[src/sv/b32d_pkg.sv]
package b32d_pkg;

   localparam int unsigned COUNT_BITS_DEFAULT = 16;
   localparam int unsigned SYMBOL_W           = 8;
   localparam int unsigned BYTE_W             = 8;
   localparam int unsigned TOTAL_W            = 16;
   localparam int unsigned LIMIT_W            = 16;
   localparam int unsigned ACC_W              = 12;
   localparam int unsigned HELD_W             = 4;
   localparam int unsigned VALUE_W            = 5;

   localparam logic [LIMIT_W-1:0]  MAX_OUT_RESET = 16'd90;
   localparam logic [SYMBOL_W-1:0] SYM_NUL       = 8'h00;

   typedef struct packed {
      logic [SYMBOL_W-1:0] symbol;
      logic                end_of_string;
   } item_type;

   typedef struct packed {
      logic [TOTAL_W-1:0] total_bytes;
      logic               done_res;
      logic               byte_valid;
      logic [BYTE_W-1:0]  out_byte;
   } result_type;

   // a..z -> 0..25, 0..5 -> 26..31, case-blind, anything else -> 0
   function automatic logic [VALUE_W-1:0] symbol_value(input logic [SYMBOL_W-1:0] c);
      logic [SYMBOL_W-1:0] diff;
      diff = '0;
      symbol_value = '0;
      if (c >= 8'h61 && c <= 8'h7a) begin
         diff = c - 8'h61;
         symbol_value = diff[VALUE_W-1:0];
      end else if (c >= 8'h41 && c <= 8'h5a) begin
         diff = c - 8'h41;
         symbol_value = diff[VALUE_W-1:0];
      end else if (c >= 8'h30 && c <= 8'h35) begin
         diff = c - 8'h30 + 8'd26;
         symbol_value = diff[VALUE_W-1:0];
      end
   endfunction

endpackage

[src/sv/b32d_in_stage.sv]
module b32d_in_stage (
   input  logic               clock,
   input  logic               reset,
   input  logic               req_tvalid,
   output logic               req_tready,
   input  b32d_pkg::item_type req_item,
   input  logic               down_ready,
   output logic               item_valid,
   output b32d_pkg::item_type item
);

   logic               full_ff;
   logic               full_in;
   b32d_pkg::item_type item_ff;
   logic               take;

   assign take       = full_ff && down_ready;
   assign req_tready = !full_ff || down_ready;
   assign item_valid = full_ff;
   assign item       = item_ff;

   always_comb begin
      full_in = full_ff;
      if (req_tvalid && req_tready) begin
         full_in = 1'b1;
      end else if (take) begin
         full_in = 1'b0;
      end
   end

   always_ff @(posedge clock) begin
      if (reset) begin
         full_ff <= 1'b0;
      end else begin
         full_ff <= full_in;
      end
   end

   always_ff @(posedge clock) begin
      if (req_tvalid && req_tready) begin
         item_ff <= req_item;
      end
   end

endmodule

[src/sv/b32d_core.sv]
module b32d_core #(
   parameter int unsigned COUNT_BITS = b32d_pkg::COUNT_BITS_DEFAULT
) (
   input  logic                           clock,
   input  logic                           reset,
   input  logic                           csr_wr_en,
   input  logic [b32d_pkg::LIMIT_W-1:0]   csr_wr_data,
   input  logic                           take,
   input  b32d_pkg::item_type             item,
   output logic                           res_valid,
   output b32d_pkg::result_type           result
);

   localparam int unsigned CMP_W = (COUNT_BITS > b32d_pkg::LIMIT_W) ? COUNT_BITS
                                                                    : b32d_pkg::LIMIT_W;

   logic [b32d_pkg::LIMIT_W-1:0] limit_ff;
   logic [b32d_pkg::ACC_W-1:0]   acc_ff,     acc_in;
   logic [b32d_pkg::HELD_W-1:0]  held_ff,    held_in;
   logic [COUNT_BITS-1:0]        count_ff,   count_in;
   logic                         stopped_ff, stopped_in;

   logic [b32d_pkg::VALUE_W-1:0] sym_val;
   logic [b32d_pkg::ACC_W-1:0]   shifted;
   logic [b32d_pkg::ACC_W-1:0]   aligned;
   logic [b32d_pkg::ACC_W-1:0]   mask;
   logic [b32d_pkg::HELD_W-1:0]  sum_held;
   logic [b32d_pkg::HELD_W-1:0]  shift;
   logic [CMP_W-1:0]             count_cmp;
   logic [CMP_W-1:0]             limit_cmp;
   logic [CMP_W-1:0]             count_ext;
   logic                         emit;
   logic [b32d_pkg::BYTE_W-1:0]  byte_val;

   always_comb begin
      sym_val   = b32d_pkg::symbol_value(item.symbol);
      shifted   = {acc_ff[b32d_pkg::ACC_W-b32d_pkg::VALUE_W-1:0], sym_val};
      sum_held  = held_ff + 4'd5;
      shift     = sum_held - 4'd8;
      aligned   = shifted >> shift[2:0];
      mask      = (12'd1 << shift[2:0]) - 12'd1;
      count_cmp = CMP_W'(count_ff);
      limit_cmp = CMP_W'(limit_ff);

      acc_in     = acc_ff;
      held_in    = held_ff;
      count_in   = count_ff;
      stopped_in = stopped_ff;
      emit       = 1'b0;
      byte_val   = '0;

      if (!stopped_ff) begin
         if (item.symbol == b32d_pkg::SYM_NUL) begin
            stopped_in = 1'b1;
         end else begin
            acc_in  = shifted;
            held_in = sum_held;
            if (sum_held >= 4'd8) begin
               if (count_cmp < limit_cmp && !(&count_ff)) begin
                  byte_val = aligned[b32d_pkg::BYTE_W-1:0];
                  count_in = count_ff + COUNT_BITS'(1);
                  emit     = 1'b1;
                  acc_in   = shifted & mask;
                  held_in  = shift;
               end else begin
                  stopped_in = 1'b1;
               end
            end
         end
      end

      count_ext          = CMP_W'(count_in);
      res_valid          = emit || item.end_of_string;
      result.out_byte    = byte_val;
      result.byte_valid  = emit;
      result.done_res    = item.end_of_string;
      result.total_bytes = count_ext[b32d_pkg::TOTAL_W-1:0];
   end

   always_ff @(posedge clock) begin
      if (reset) begin
         limit_ff <= b32d_pkg::MAX_OUT_RESET;
      end else if (csr_wr_en) begin
         limit_ff <= csr_wr_data;
      end
   end

   always_ff @(posedge clock) begin
      if (reset) begin
         acc_ff     <= '0;
         held_ff    <= '0;
         count_ff   <= '0;
         stopped_ff <= 1'b0;
      end else if (take) begin
         if (item.end_of_string) begin
            acc_ff     <= '0;
            held_ff    <= '0;
            count_ff   <= '0;
            stopped_ff <= 1'b0;
         end else begin
            acc_ff     <= acc_in;
            held_ff    <= held_in;
            count_ff   <= count_in;
            stopped_ff <= stopped_in;
         end
      end
   end

endmodule

[src/sv/b32d_out_stage.sv]
module b32d_out_stage (
   input  logic                 clock,
   input  logic                 reset,
   input  logic                 load,
   input  b32d_pkg::result_type result,
   output logic                 up_ready,
   output logic                 rsp_tvalid,
   input  logic                 rsp_tready,
   output b32d_pkg::result_type rsp_result
);

   logic                 full_ff;
   logic                 full_in;
   b32d_pkg::result_type result_ff;

   assign up_ready   = !full_ff || rsp_tready;
   assign rsp_tvalid = full_ff;
   assign rsp_result = result_ff;

   always_comb begin
      full_in = full_ff;
      if (load) begin
         full_in = 1'b1;
      end else if (rsp_tready) begin
         full_in = 1'b0;
      end
   end

   always_ff @(posedge clock) begin
      if (reset) begin
         full_ff <= 1'b0;
      end else begin
         full_ff <= full_in;
      end
   end

   always_ff @(posedge clock) begin
      if (load) begin
         result_ff <= result;
      end
   end

endmodule

[src/sv/base32_stream_decoder.sv]
// channel  | dir | beat fields (low bit up)
// ---------+-----+-----------------------------------------------
// req_     | in  | tdata: symbol[7:0]; tlast: end_of_string
// rsp_     | out | tdata: out_byte[7:0], total_bytes[23:8];
//          |     | tuser: byte_valid; tlast: done_res
// csr_     | in  | wr_data: max_out_bytes, written when wr_en
//
// One character per cycle unless rsp_ stalls; req to rsp via both registers.
// Decode and string state update happen in one pass between the input
// register and the result register.
// Reset: synchronous, clears both stages, string state and sets limit to 90.
// A stalled rsp_ holds the result register; req_ keeps flowing into the
// input register until both registers are occupied.
module base32_stream_decoder #(
   parameter int unsigned COUNT_BITS = b32d_pkg::COUNT_BITS_DEFAULT
) (
   input  logic                         clock,
   input  logic                         reset,
   input  logic                         req_tvalid,
   output logic                         req_tready,
   input  logic [7:0]                   req_tdata,   // symbol
   input  logic                         req_tlast,   // end_of_string
   output logic                         rsp_tvalid,
   input  logic                         rsp_tready,
   output logic [23:0]                  rsp_tdata,   // out_byte, total_bytes
   output logic                         rsp_tuser,   // byte_valid
   output logic                         rsp_tlast,   // done_res
   input  logic                         csr_wr_en,
   input  logic [b32d_pkg::LIMIT_W-1:0] csr_wr_data
);

   b32d_pkg::item_type   req_item;
   b32d_pkg::item_type   item;
   b32d_pkg::result_type result;
   b32d_pkg::result_type rsp_result;
   logic                 item_valid;
   logic                 up_ready;
   logic                 take;
   logic                 res_valid;

   assign req_item.symbol        = req_tdata;
   assign req_item.end_of_string = req_tlast;
   assign take                   = item_valid && up_ready;

   b32d_in_stage u_in (
      .clock      (clock),
      .reset      (reset),
      .req_tvalid (req_tvalid),
      .req_tready (req_tready),
      .req_item   (req_item),
      .down_ready (up_ready),
      .item_valid (item_valid),
      .item       (item)
   );

   b32d_core #(
      .COUNT_BITS (COUNT_BITS)
   ) u_core (
      .clock       (clock),
      .reset       (reset),
      .csr_wr_en   (csr_wr_en),
      .csr_wr_data (csr_wr_data),
      .take        (take),
      .item        (item),
      .res_valid   (res_valid),
      .result      (result)
   );

   b32d_out_stage u_out (
      .clock      (clock),
      .reset      (reset),
      .load       (take && res_valid),
      .result     (result),
      .up_ready   (up_ready),
      .rsp_tvalid (rsp_tvalid),
      .rsp_tready (rsp_tready),
      .rsp_result (rsp_result)
   );

   assign rsp_tdata = {rsp_result.total_bytes, rsp_result.out_byte};
   assign rsp_tuser = rsp_result.byte_valid;
   assign rsp_tlast = rsp_result.done_res;

endmodule

[config.mk]
export PLATFORM = sky130hd
export DESIGN_NAME = base32_stream_decoder
export DESIGN_NICKNAME = d
export VERILOG_FILES = /design/src/sv/b32d_pkg.sv /design/src/sv/b32d_in_stage.sv /design/src/sv/b32d_core.sv /design/src/sv/b32d_out_stage.sv /design/src/sv/base32_stream_decoder.sv
export SDC_FILE = /design/constraint.sdc
export NUM_CORES = 1
export LEC_CHECK = 0
export ABC_AREA = 1
export BUFFER_PORTS_ARGS = -buffer_cell sky130_fd_sc_hd__buf_4
export CAP_MARGIN = 20
export CORE_ASPECT_RATIO = 0.6
export CORE_MARGIN = 2
export CORE_UTILIZATION = 40
export CTS_BUF_LIST = sky130_fd_sc_hd__clkbuf_4 sky130_fd_sc_hd__clkbuf_8
export CTS_CLUSTER_SIZE = 20
export DETAILED_ROUTE_END_ITERATION = 10
export PLACE_DENSITY = 0.7
export SYNTH_ARGS = -nofsm -noshare
export SYNTH_HDL_FRONTEND = slang
export SYNTH_HIERARCHICAL = 1
export SYNTH_SLANG_ARGS = --single-unit
[constraint.sdc]
create_clock -name clock -period 3.6 [get_ports clock]
set_input_delay 0.72 -clock clock [delete_from_list [all_inputs] [get_ports clock]]
set_output_delay 0.72 -clock clock [all_outputs]
set_load 0.05 [all_outputs]
==> results of run 1 <==
worst max-delay path: cells and delay by family, from the launching register on:
family	cells	cell delay, ns
AO/OA/AOI/OAI	2	0.19
XOR/XNOR	1	0.15
adder cells (fa/ha/maj)	2	0.37
buffers and inverters	3	0.54
flip-flops	1	0.42
AND/OR/NAND/NOR	7	0.94
synth_stat cells:
library cell  instances
o21bai_1              3
and2_1                8
nand2_1             142
nor2_2                6
xor2_2                1
o21ai_0              33
ha_1                 30
a21oi_1              55
buf_1                 2
clkinv_1              2
inv_1                72
nor4_1                1
nor3_1                6
nor4_2                1
xor2_1                4
nor3_2                1
clkbuf_1             12
xnor2_1               4
a21oi_2               4
mux2i_1               1
buf_6                 1
nand3_4               1
nand3_1              44
dfxtp_1              46
nand4_1               8
a211oi_1              1
nand3b_1              3
or2_1                 1
edfxtp_1             35
a32o_1                1
or3_1                 1
nor3b_1               1
or2_2                 4
nand2_2               2
nor2_1               35
a31oi_1               3
buf_4                 3
o211ai_1              3
buf_2                 2
inv_2                 2
cell families (layout without fill, tap and decap cells):
group	after synthesis	after routing	synth area share
mux	1	1	0.00219
buf+inv	96	152	0.0837
fa+ha+maj	30	30	0.0823
compound gates	103	103	0.122
simple gates	265	265	0.258
flops	81	81	0.432
xor+xnor	9	9	0.0189
worst max path at each step:
stage	from	end
after floorplan	u_core/count_cmp[5]$_SDFFE_PP0P_	u_out/rsp_result[0]$_DFFE_PP_
after global placement	u_core/held_ff[1]$_SDFFE_PP0P_	u_core/acc_ff[6]$_SDFFE_PP0P_
after detailed placement	u_core/held_ff[1]$_SDFFE_PP0P_	u_core/acc_ff[6]$_SDFFE_PP0P_
after CTS	u_core/held_ff[1]$_SDFFE_PP0P_	u_core/acc_ff[6]$_SDFFE_PP0P_
after global routing	u_core/held_ff[1]$_SDFFE_PP0P_	u_core/acc_ff[6]$_SDFFE_PP0P_
final	u_core/held_ff[1]$_SDFFE_PP0P_	u_core/acc_ff[6]$_SDFFE_PP0P_
cell usage in the layout, fill, tap and decap left out, types with 8 or more instances in the layout:
cell type    n
nand2_1    142
nand3_1     44
o21ai_0     33
and2_1       8
inv_1       72
clkbuf_8     9
edfxtp_1    35
ha_1        30
buf_4       60
nand4_1      8
nor2_1      35
dfxtp_1     46
a21oi_1     55
state kept, by name, indices dropped and copies added (netlist names):
signal             count
u_core/acc_ff          7
u_core/count_cmp      16
u_core/held_ff         4
u_core/limit_cmp      16
u_core/stopped_ff      1
u_in/item              9
u_in/item_valid        1
u_out/rsp_result      26
u_out/rsp_tvalid       1
stage by stage:
step | util | hold slack, ns
2_1_floorplan | - | 0.437
3_3_place_gp | 0.454 | 0.454
3_5_place_dp | 0.454 | 0.466
4_1_cts | 0.470 | 0.478
5_1_grt | 0.470 | 0.499
6_report | 0.470 | 0.473
final cells by class:
cell class	instances	area (um^2)
clock inverter	7	60.1
multi-input combinational	408	2210
inverter	76	285
clock buffer	9	124
fill	1074	5940
tap	144	180
timing repair buffer	60	450
sequential	81	1970
metal layers:
metal | part of all wire | global-route usage | up-vias
met1 | 0.53 | 0.292 | 1830
li1 | - | - | 2028
met4 | 0.0095 | 0.0436 | 0
met2 | 0.36 | 0.237 | 143
met5 | 0 | 0 | -
met3 | 0.10 | 0.0613 | 8
power breakdown:
part           switching (mW)  leakage [nW]  internal, mW
logic                   0.184          1.43        0.0851
registers              0.0167         0.700         0.993
clock network           0.375        0.0969         0.265
total                   0.576          2.22          1.34
==> impl_results.md, run 1 <==
- Worst-case reg-to-reg path depth: 15
- Critical-path top delay cell: dfxtp_1
- Normalized max-slew margin: 0.413
- Endpoints failing hold: 0
- DRT iter0 DRCs: 432
- Post-CTS sizing: 0
- First-pass DRT Iterations: 5
- Setup violators final: 0
- Std-Cell Core Area: 11,200 um^2
- Via count: 4,009
- Die width: 142 um
- Worst Skew: 0.00913 ns
- Synth Warn #: 6
- Die Area: 12,300 um^2
- Setup Buffers After CTS: 0
- Nets: 696
- Nature of the critical path endpoint: register
- Hold Startpoint: u_core/limit_cmp[14]$_SDFFE_PP0P_
- Achievable Freq: 364 MHz
- Layout area overhead: 15.7%
- Register area share after synthesis: 0.432
- Grt total ovfl: 0
- I/O Pins: 58
- Setup slack, reg-to-reg: 0.85 ns
- Vias per cell: 5.11
- Fin cells: 785
- Total power: 1.92 mW
- TritonCTS clock tree: built
- Worst vdd ir: 0.186 mV
- Worst EP required: 3.85 ns
- Clk root buf: clkbuf_8
- Top cells by area, synth: edfxtp_1 (23%), dfxtp_1 (20%), nand2_1 (12%), ha_1 (8.2%), a21oi_1 (6.0%)
- Mapped Nets: 645
- Setup ws final: 0.855 ns
- Worst-path clk slew: 0.09 ns
- Cells after synthesis: 585
- Final Wtd Congestion: 0.954
- Reg2reg start: u_core/held_ff[1]$_SDFFE_PP0P_
- HPWL Detailed: 8540 um
- Synth top area share: 0.230
- RSZ-0062 raised after global routing: false
- CP Cell Sequence: ha_1 -> inv_1 -> nand2_1 -> nand2_1 -> inv_1 -> nor2_1 -> inv_1 -> ha_1 -> o21ai_0 -> nor3_1 -> nand2_1 -> xor2_1 -> nand2_1 -> nand3_1 -> a21oi_1
- Crit path largest cell delay: 0.42 ns
- Seq cells post-synth: 81
- Critical Path AT: 2.99 ns
- Hold Path Class: register to register
- Crit-path max FO: 15
- Row count: 30
- H-tree Lvls: 3
- Hold Buf Count CTS: 0
- CTS Sinks: 81
- Least-Margin Pin Slew: 0.880 ns
- Tmin final: 2.75 ns
- Share of layout cells above drive strength 1: 0.153
- Reg-to-Reg End: u_core/acc_ff[6]$_SDFFE_PP0P_
- Cell mode on critical path: nand2_1
- Place WS: 0.977 ns
- Worst-Skew Late Latency: 0.37 ns
- Gr usage total: 0.185
- Dpl cells: 769
- Synth cell types: 40
- LEAKAGE: 2.22 nW
- Initial antenna violation count: 0
- Crit start category: register
- Number of global-route vias before repair: 3,460
- Placed Area: 5090 um^2
- Initial Util: 0.406
- Worst Hold Depth: 2
- Die Ht: 86.7 um
- Final WL: 11,100 um
- Worst Hold Path EP: u_core/limit_cmp[14]$_SDFFE_PP0P_
- Status: complete, no violations
- Diodes inserted: 0
- Finished layout cell area: 5280 um^2
- Setup TNS: 0 ns
- Post-synth top area cell: edfxtp_1
- Post-Syn Area: 4560 um^2
- Largest net degree at the start of global routing: 33
- First-pass GRT wire length: 17,500 um
- Critical path type: register to register
- Pwr dens: 363 nW/um^2
- Crit share post-route: 0.763
- Max cap viols: 0
- CTS Buffer Depth: 2
- Fin. max-slew vios: 0
- Avg Cell Area, Syn: 7.80 um^2
- Port buffer count: 57
- # DRC: 0
- Inserted Clock Buffers: 9
- Routed length per instance: 14.1 um
- ANT nets after route: 0
(Power assumes the default switching activity.)
==> run 2: changes to the inputs <==
Settings changed: ABC_AREA 1 to 0, PLACE_DENSITY 0.7 to 0.72.
Clock period 3.6 ns to 2.38 ns, I/O delays scaled along.
==> run 2 against run 1 <==
Effect of this change:
- the run now ends with setup timing left
- die area grew 5.2%
- clock power grew 58%
- synthesized area grew 5.3%
- power grew 62%
- first-iteration DRC count shrank 15%
- register-to-register slack lost 0.88 ns
- combinational power grew 120%
- global-route usage grew 1.4 points
- critical path type unchanged
- largest power group unchanged
==> impl_results.md, run 2 <==
- Status: finished with violations (was complete, no violations)
- Violated checks: setup timing
- Endpoints failing hold: 0 (unchanged)
- Largest net degree at the start of global routing: 22 (was 33)
- Gr usage total: 0.200 (was 0.185)
- Critical Path AT: 2.51 ns (was 2.99 ns)
- Number of flip-flops under the largest register name: 26 (unchanged)
- Place WS: -0.181 ns (was 0.977 ns)
- Grt total ovfl: 0 (unchanged)
- Final Wtd Congestion: 0.943 (was 0.954)
- Via count: 4,480 (was 4,009)
- Worst vdd ir: 0.351 mV (was 0.186 mV)
- Pwr dens: 471 nW/um^2 (was 363 nW/um^2)
- Hold Path Class: primary input to register (was register to register)
- Fin. max-slew vios: 0 (unchanged)
- Layout area overhead: 37.7% (was 15.7%)
- Count leader, synth: nor2_1 (was nand2_1)
- Crit start category: register (unchanged)
- Tmin final: 2.41 ns (was 2.75 ns)
- Post-synth top area cell: edfxtp_1 (unchanged)
- Cell mode on critical path: buf_4 (was nand2_1)
- Crit-path max FO: 4 (was 15)
- Routed length per instance: 17.2 um (was 14.1 um)
- Setup TNS: -0.309 ns (was 0 ns)
- Number of global-route vias before repair: 4,120 (was 3,460)
- CTS Sinks: 81 (unchanged)
- HPWL Detailed: 9760 um (was 8540 um)
- Placed Area: 5930 um^2 (was 5090 um^2)
- Synth top area share: 0.219 (was 0.230)
- Dpl cells: 770 (was 769)
- Setup ws final: -0.0269 ns (was 0.855 ns)
- Avg Cell Area, Syn: 9.53 um^2 (was 7.80 um^2)
- Initial Util: 0.418 (was 0.406)
- Crit share post-route: 1.01 (was 0.763)
- Commonest cells after routing, fill and taps aside: buf_4 (135), nor2_1 (46), nand2_1 (42), edfxtp_1 (35), dfxtp_1 (32) (was nand2_1 (142), inv_1 (72), buf_4 (60), a21oi_1 (55), dfxtp_1 (46))
- Core Util, Final: 0.576 (was 0.470)
- TritonCTS clock tree: built (unchanged)
- RSZ-0062 raised after global routing: true (was false)
- Cells after synthesis: 504 (was 585)
- Worst-Skew Late Latency: 0.35 ns (was 0.37 ns)
- Share of layout cells above drive strength 1: 0.393 (was 0.153)
- First-pass GRT wire length: 20,600 um (was 17,500 um)
- Normalized max-slew margin: 0.669 (was 0.413)
- H-tree Lvls: 3 (unchanged)
- Seq cells post-synth: 81 (unchanged)
- Least-Margin Pin Slew: 0.491 ns (was 0.880 ns)
- Setup slack, reg-to-reg: -0.03 ns (was 0.85 ns)
- Synth cell count leaders: nor2_1 (49), dfxtp_1 (46), nand2_1 (42) (was nand2_1 (142), inv_1 (72), a21oi_1 (55))
- GR Util met2: 0.295 (was 0.237)
- Achievable Freq: 415 MHz (was 364 MHz)
- Synth Flop Type: dfxtp_1 (unchanged)
- Inserted Clock Buffers: 9 (unchanged)
- Post-Syn Area: 4800 um^2 (was 4560 um^2)
- Worst EP required: 2.48 ns (was 3.85 ns)
- Top cells by area, synth: edfxtp_1 (22%), dfxtp_1 (19%), ha_1 (7.8%), nor2_1 (3.8%), mux2i_1 (3.3%) (was edfxtp_1 (23%), dfxtp_1 (20%), nand2_1 (12%), ha_1 (8.2%), a21oi_1 (6.0%))
- Critical-path top delay cell: edfxtp_1 (was dfxtp_1)
- Crit path largest cell delay: 0.45 ns (was 0.42 ns)
- Die width: 145 um (was 142 um)
- Die Area: 12,900 um^2 (was 12,300 um^2)
- Finished layout cell area: 6620 um^2 (was 5280 um^2)
- Clk root buf: clkbuf_8 (unchanged)
- Worst Skew: 0.0145 ns (was 0.00913 ns)
- First-pass DRT Iterations: 5 (unchanged)
- Max cap viols: 0 (unchanged)
- Async SR Flop Fraction: 0 (unchanged)
- Synth Warn #: 6 (unchanged)
- Vias per cell: 5.61 (was 5.11)
- Initial antenna violation count: 0 (unchanged)
- Register area share after synthesis: 0.410 (was 0.432)
- CTS Buffer Depth: 2 (unchanged)
- Port buffer count: 57 (unchanged)
- Final WL: 13,700 um (was 11,100 um)
- Top delay family on crit path: simple AND/OR/NAND/NOR gates (unchanged)
- Setup violators final: 21 (was 0)
- Fin cells: 798 (was 785)
- Mapped Nets: 564 (was 645)
- I/O Pins: 58 (unchanged)
- Die Ht: 88.9 um (was 86.7 um)
- ANT nets after route: 0 (unchanged)
- CP Cell Sequence: inv_2 -> ha_2 -> or3b_1 -> nor3_2 -> buf_4 -> o41ai_4 -> buf_4 -> a221oi_1 -> a211oi_1 (was ha_1 -> inv_1 -> nand2_1 -> nand2_1 -> inv_1 -> nor2_1 -> inv_1 -> ha_1 -> o21ai_0 -> nor3_1 -> nand2_1 -> xor2_1 -> nand2_1 -> nand3_1 -> a21oi_1)
- Nature of the critical path endpoint: register (unchanged)
- Std-Cell Core Area: 11,500 um^2 (was 11,200 um^2)
- Commonest non-fill, non-tap cell in the layout: buf_4 (was nand2_1)
- Global Route met3 Usage: 0.0505 (was 0.0613)
- Number of synthesized flops with an enable pin: 35 (unchanged)
- Critical path type: register to register (unchanged)
- Met1 usage: 0.294 (was 0.292)
- LEAKAGE: 2.66 nW (was 2.22 nW)
- DRT iter0 DRCs: 367 (was 432)
- CP Buf/Inv Count: 3 (unchanged)
- Row count: 30 (unchanged)
- # DRC: 0 (unchanged)
- Diodes inserted: 0 (unchanged)
- Hold Buf Count CTS: 0 (unchanged)
- Gr busiest metal: met2 (was met1)
- Synth cell types: 76 (was 40)
- Nets: 693 (was 696)
- Worst-path clk slew: 0.09 ns (about the same)
[run 2: repair_timing]
item,4_1_cts,5_1_grt
cloned,0,4
pin swaps,1,21
buffers inserted,0,8
gates resized for setup,7,78
endpoints found under the setup margin,66,72
[run 2: power breakdown]
group	internal, mW	total (mW)	switching [mW]
registers	1.50	1.53	0.0294
logic	0.246	0.580	0.334
clock network	0.508	1.01	0.500
[run 2: final cells by class]
cell class	instances	area (um^2)
sequential	81	1990
inverter	32	121
timing repair buffer	146	1190
multi-input combinational	363	2920
fill	1009	4870
clock inverter	5	56.3
clock buffer	11	139
tap	160	200
[run 2: worst paths after layout]
| kind | from | depth (start not counted) | to |
|---|---|---|---|
| setup reg to reg | u_in/item[1]$_DFFE_PP_ | 9 | u_out/rsp_result[1]$_DFFE_PP_ |
| hold reg to reg | u_core/limit_cmp[8]$_SDFFE_PP0P_ | 2 | u_core/limit_cmp[8]$_SDFFE_PP0P_ |
| hold / removal | req_tdata[3] | 1 | u_in/item[4]$_DFFE_PP_ |
| setup / recovery | u_in/item[1]$_DFFE_PP_ | 9 | u_out/rsp_result[1]$_DFFE_PP_ |
[run 2: kinds of logic (layout without fill, tap and decap cells)]
logic type	Yosys count	count (layout)	share of synthesized area
and+or+nand+nor	177	177	0.193
AOI/OAI and AO/OA	111	111	0.174
DFF	81	81	0.410
buffers and inverters	60	194	0.0518
adders and majority gates	30	30	0.0781
xor gates and xnor gates	25	25	0.0456
muxes	20	20	0.0474
[run 2: per-stage QoR]
stage / hold WS, ns / power, mW
detailed placement: 0.486 / 2.04
CTS: 0.289 / 3.05
global route: 0.286 / 3.24
finish: 0.308 / 3.11
floorplan: 0.443 / 1.85
global placement: 0.476 / 2.03
[run 2: metal layers]
layer	wire length [um]	vias to the layer above
met5	0	-
met3	1200	8
met1	6620	2151
li1	-	2103
met4	76	0
met2	5810	218
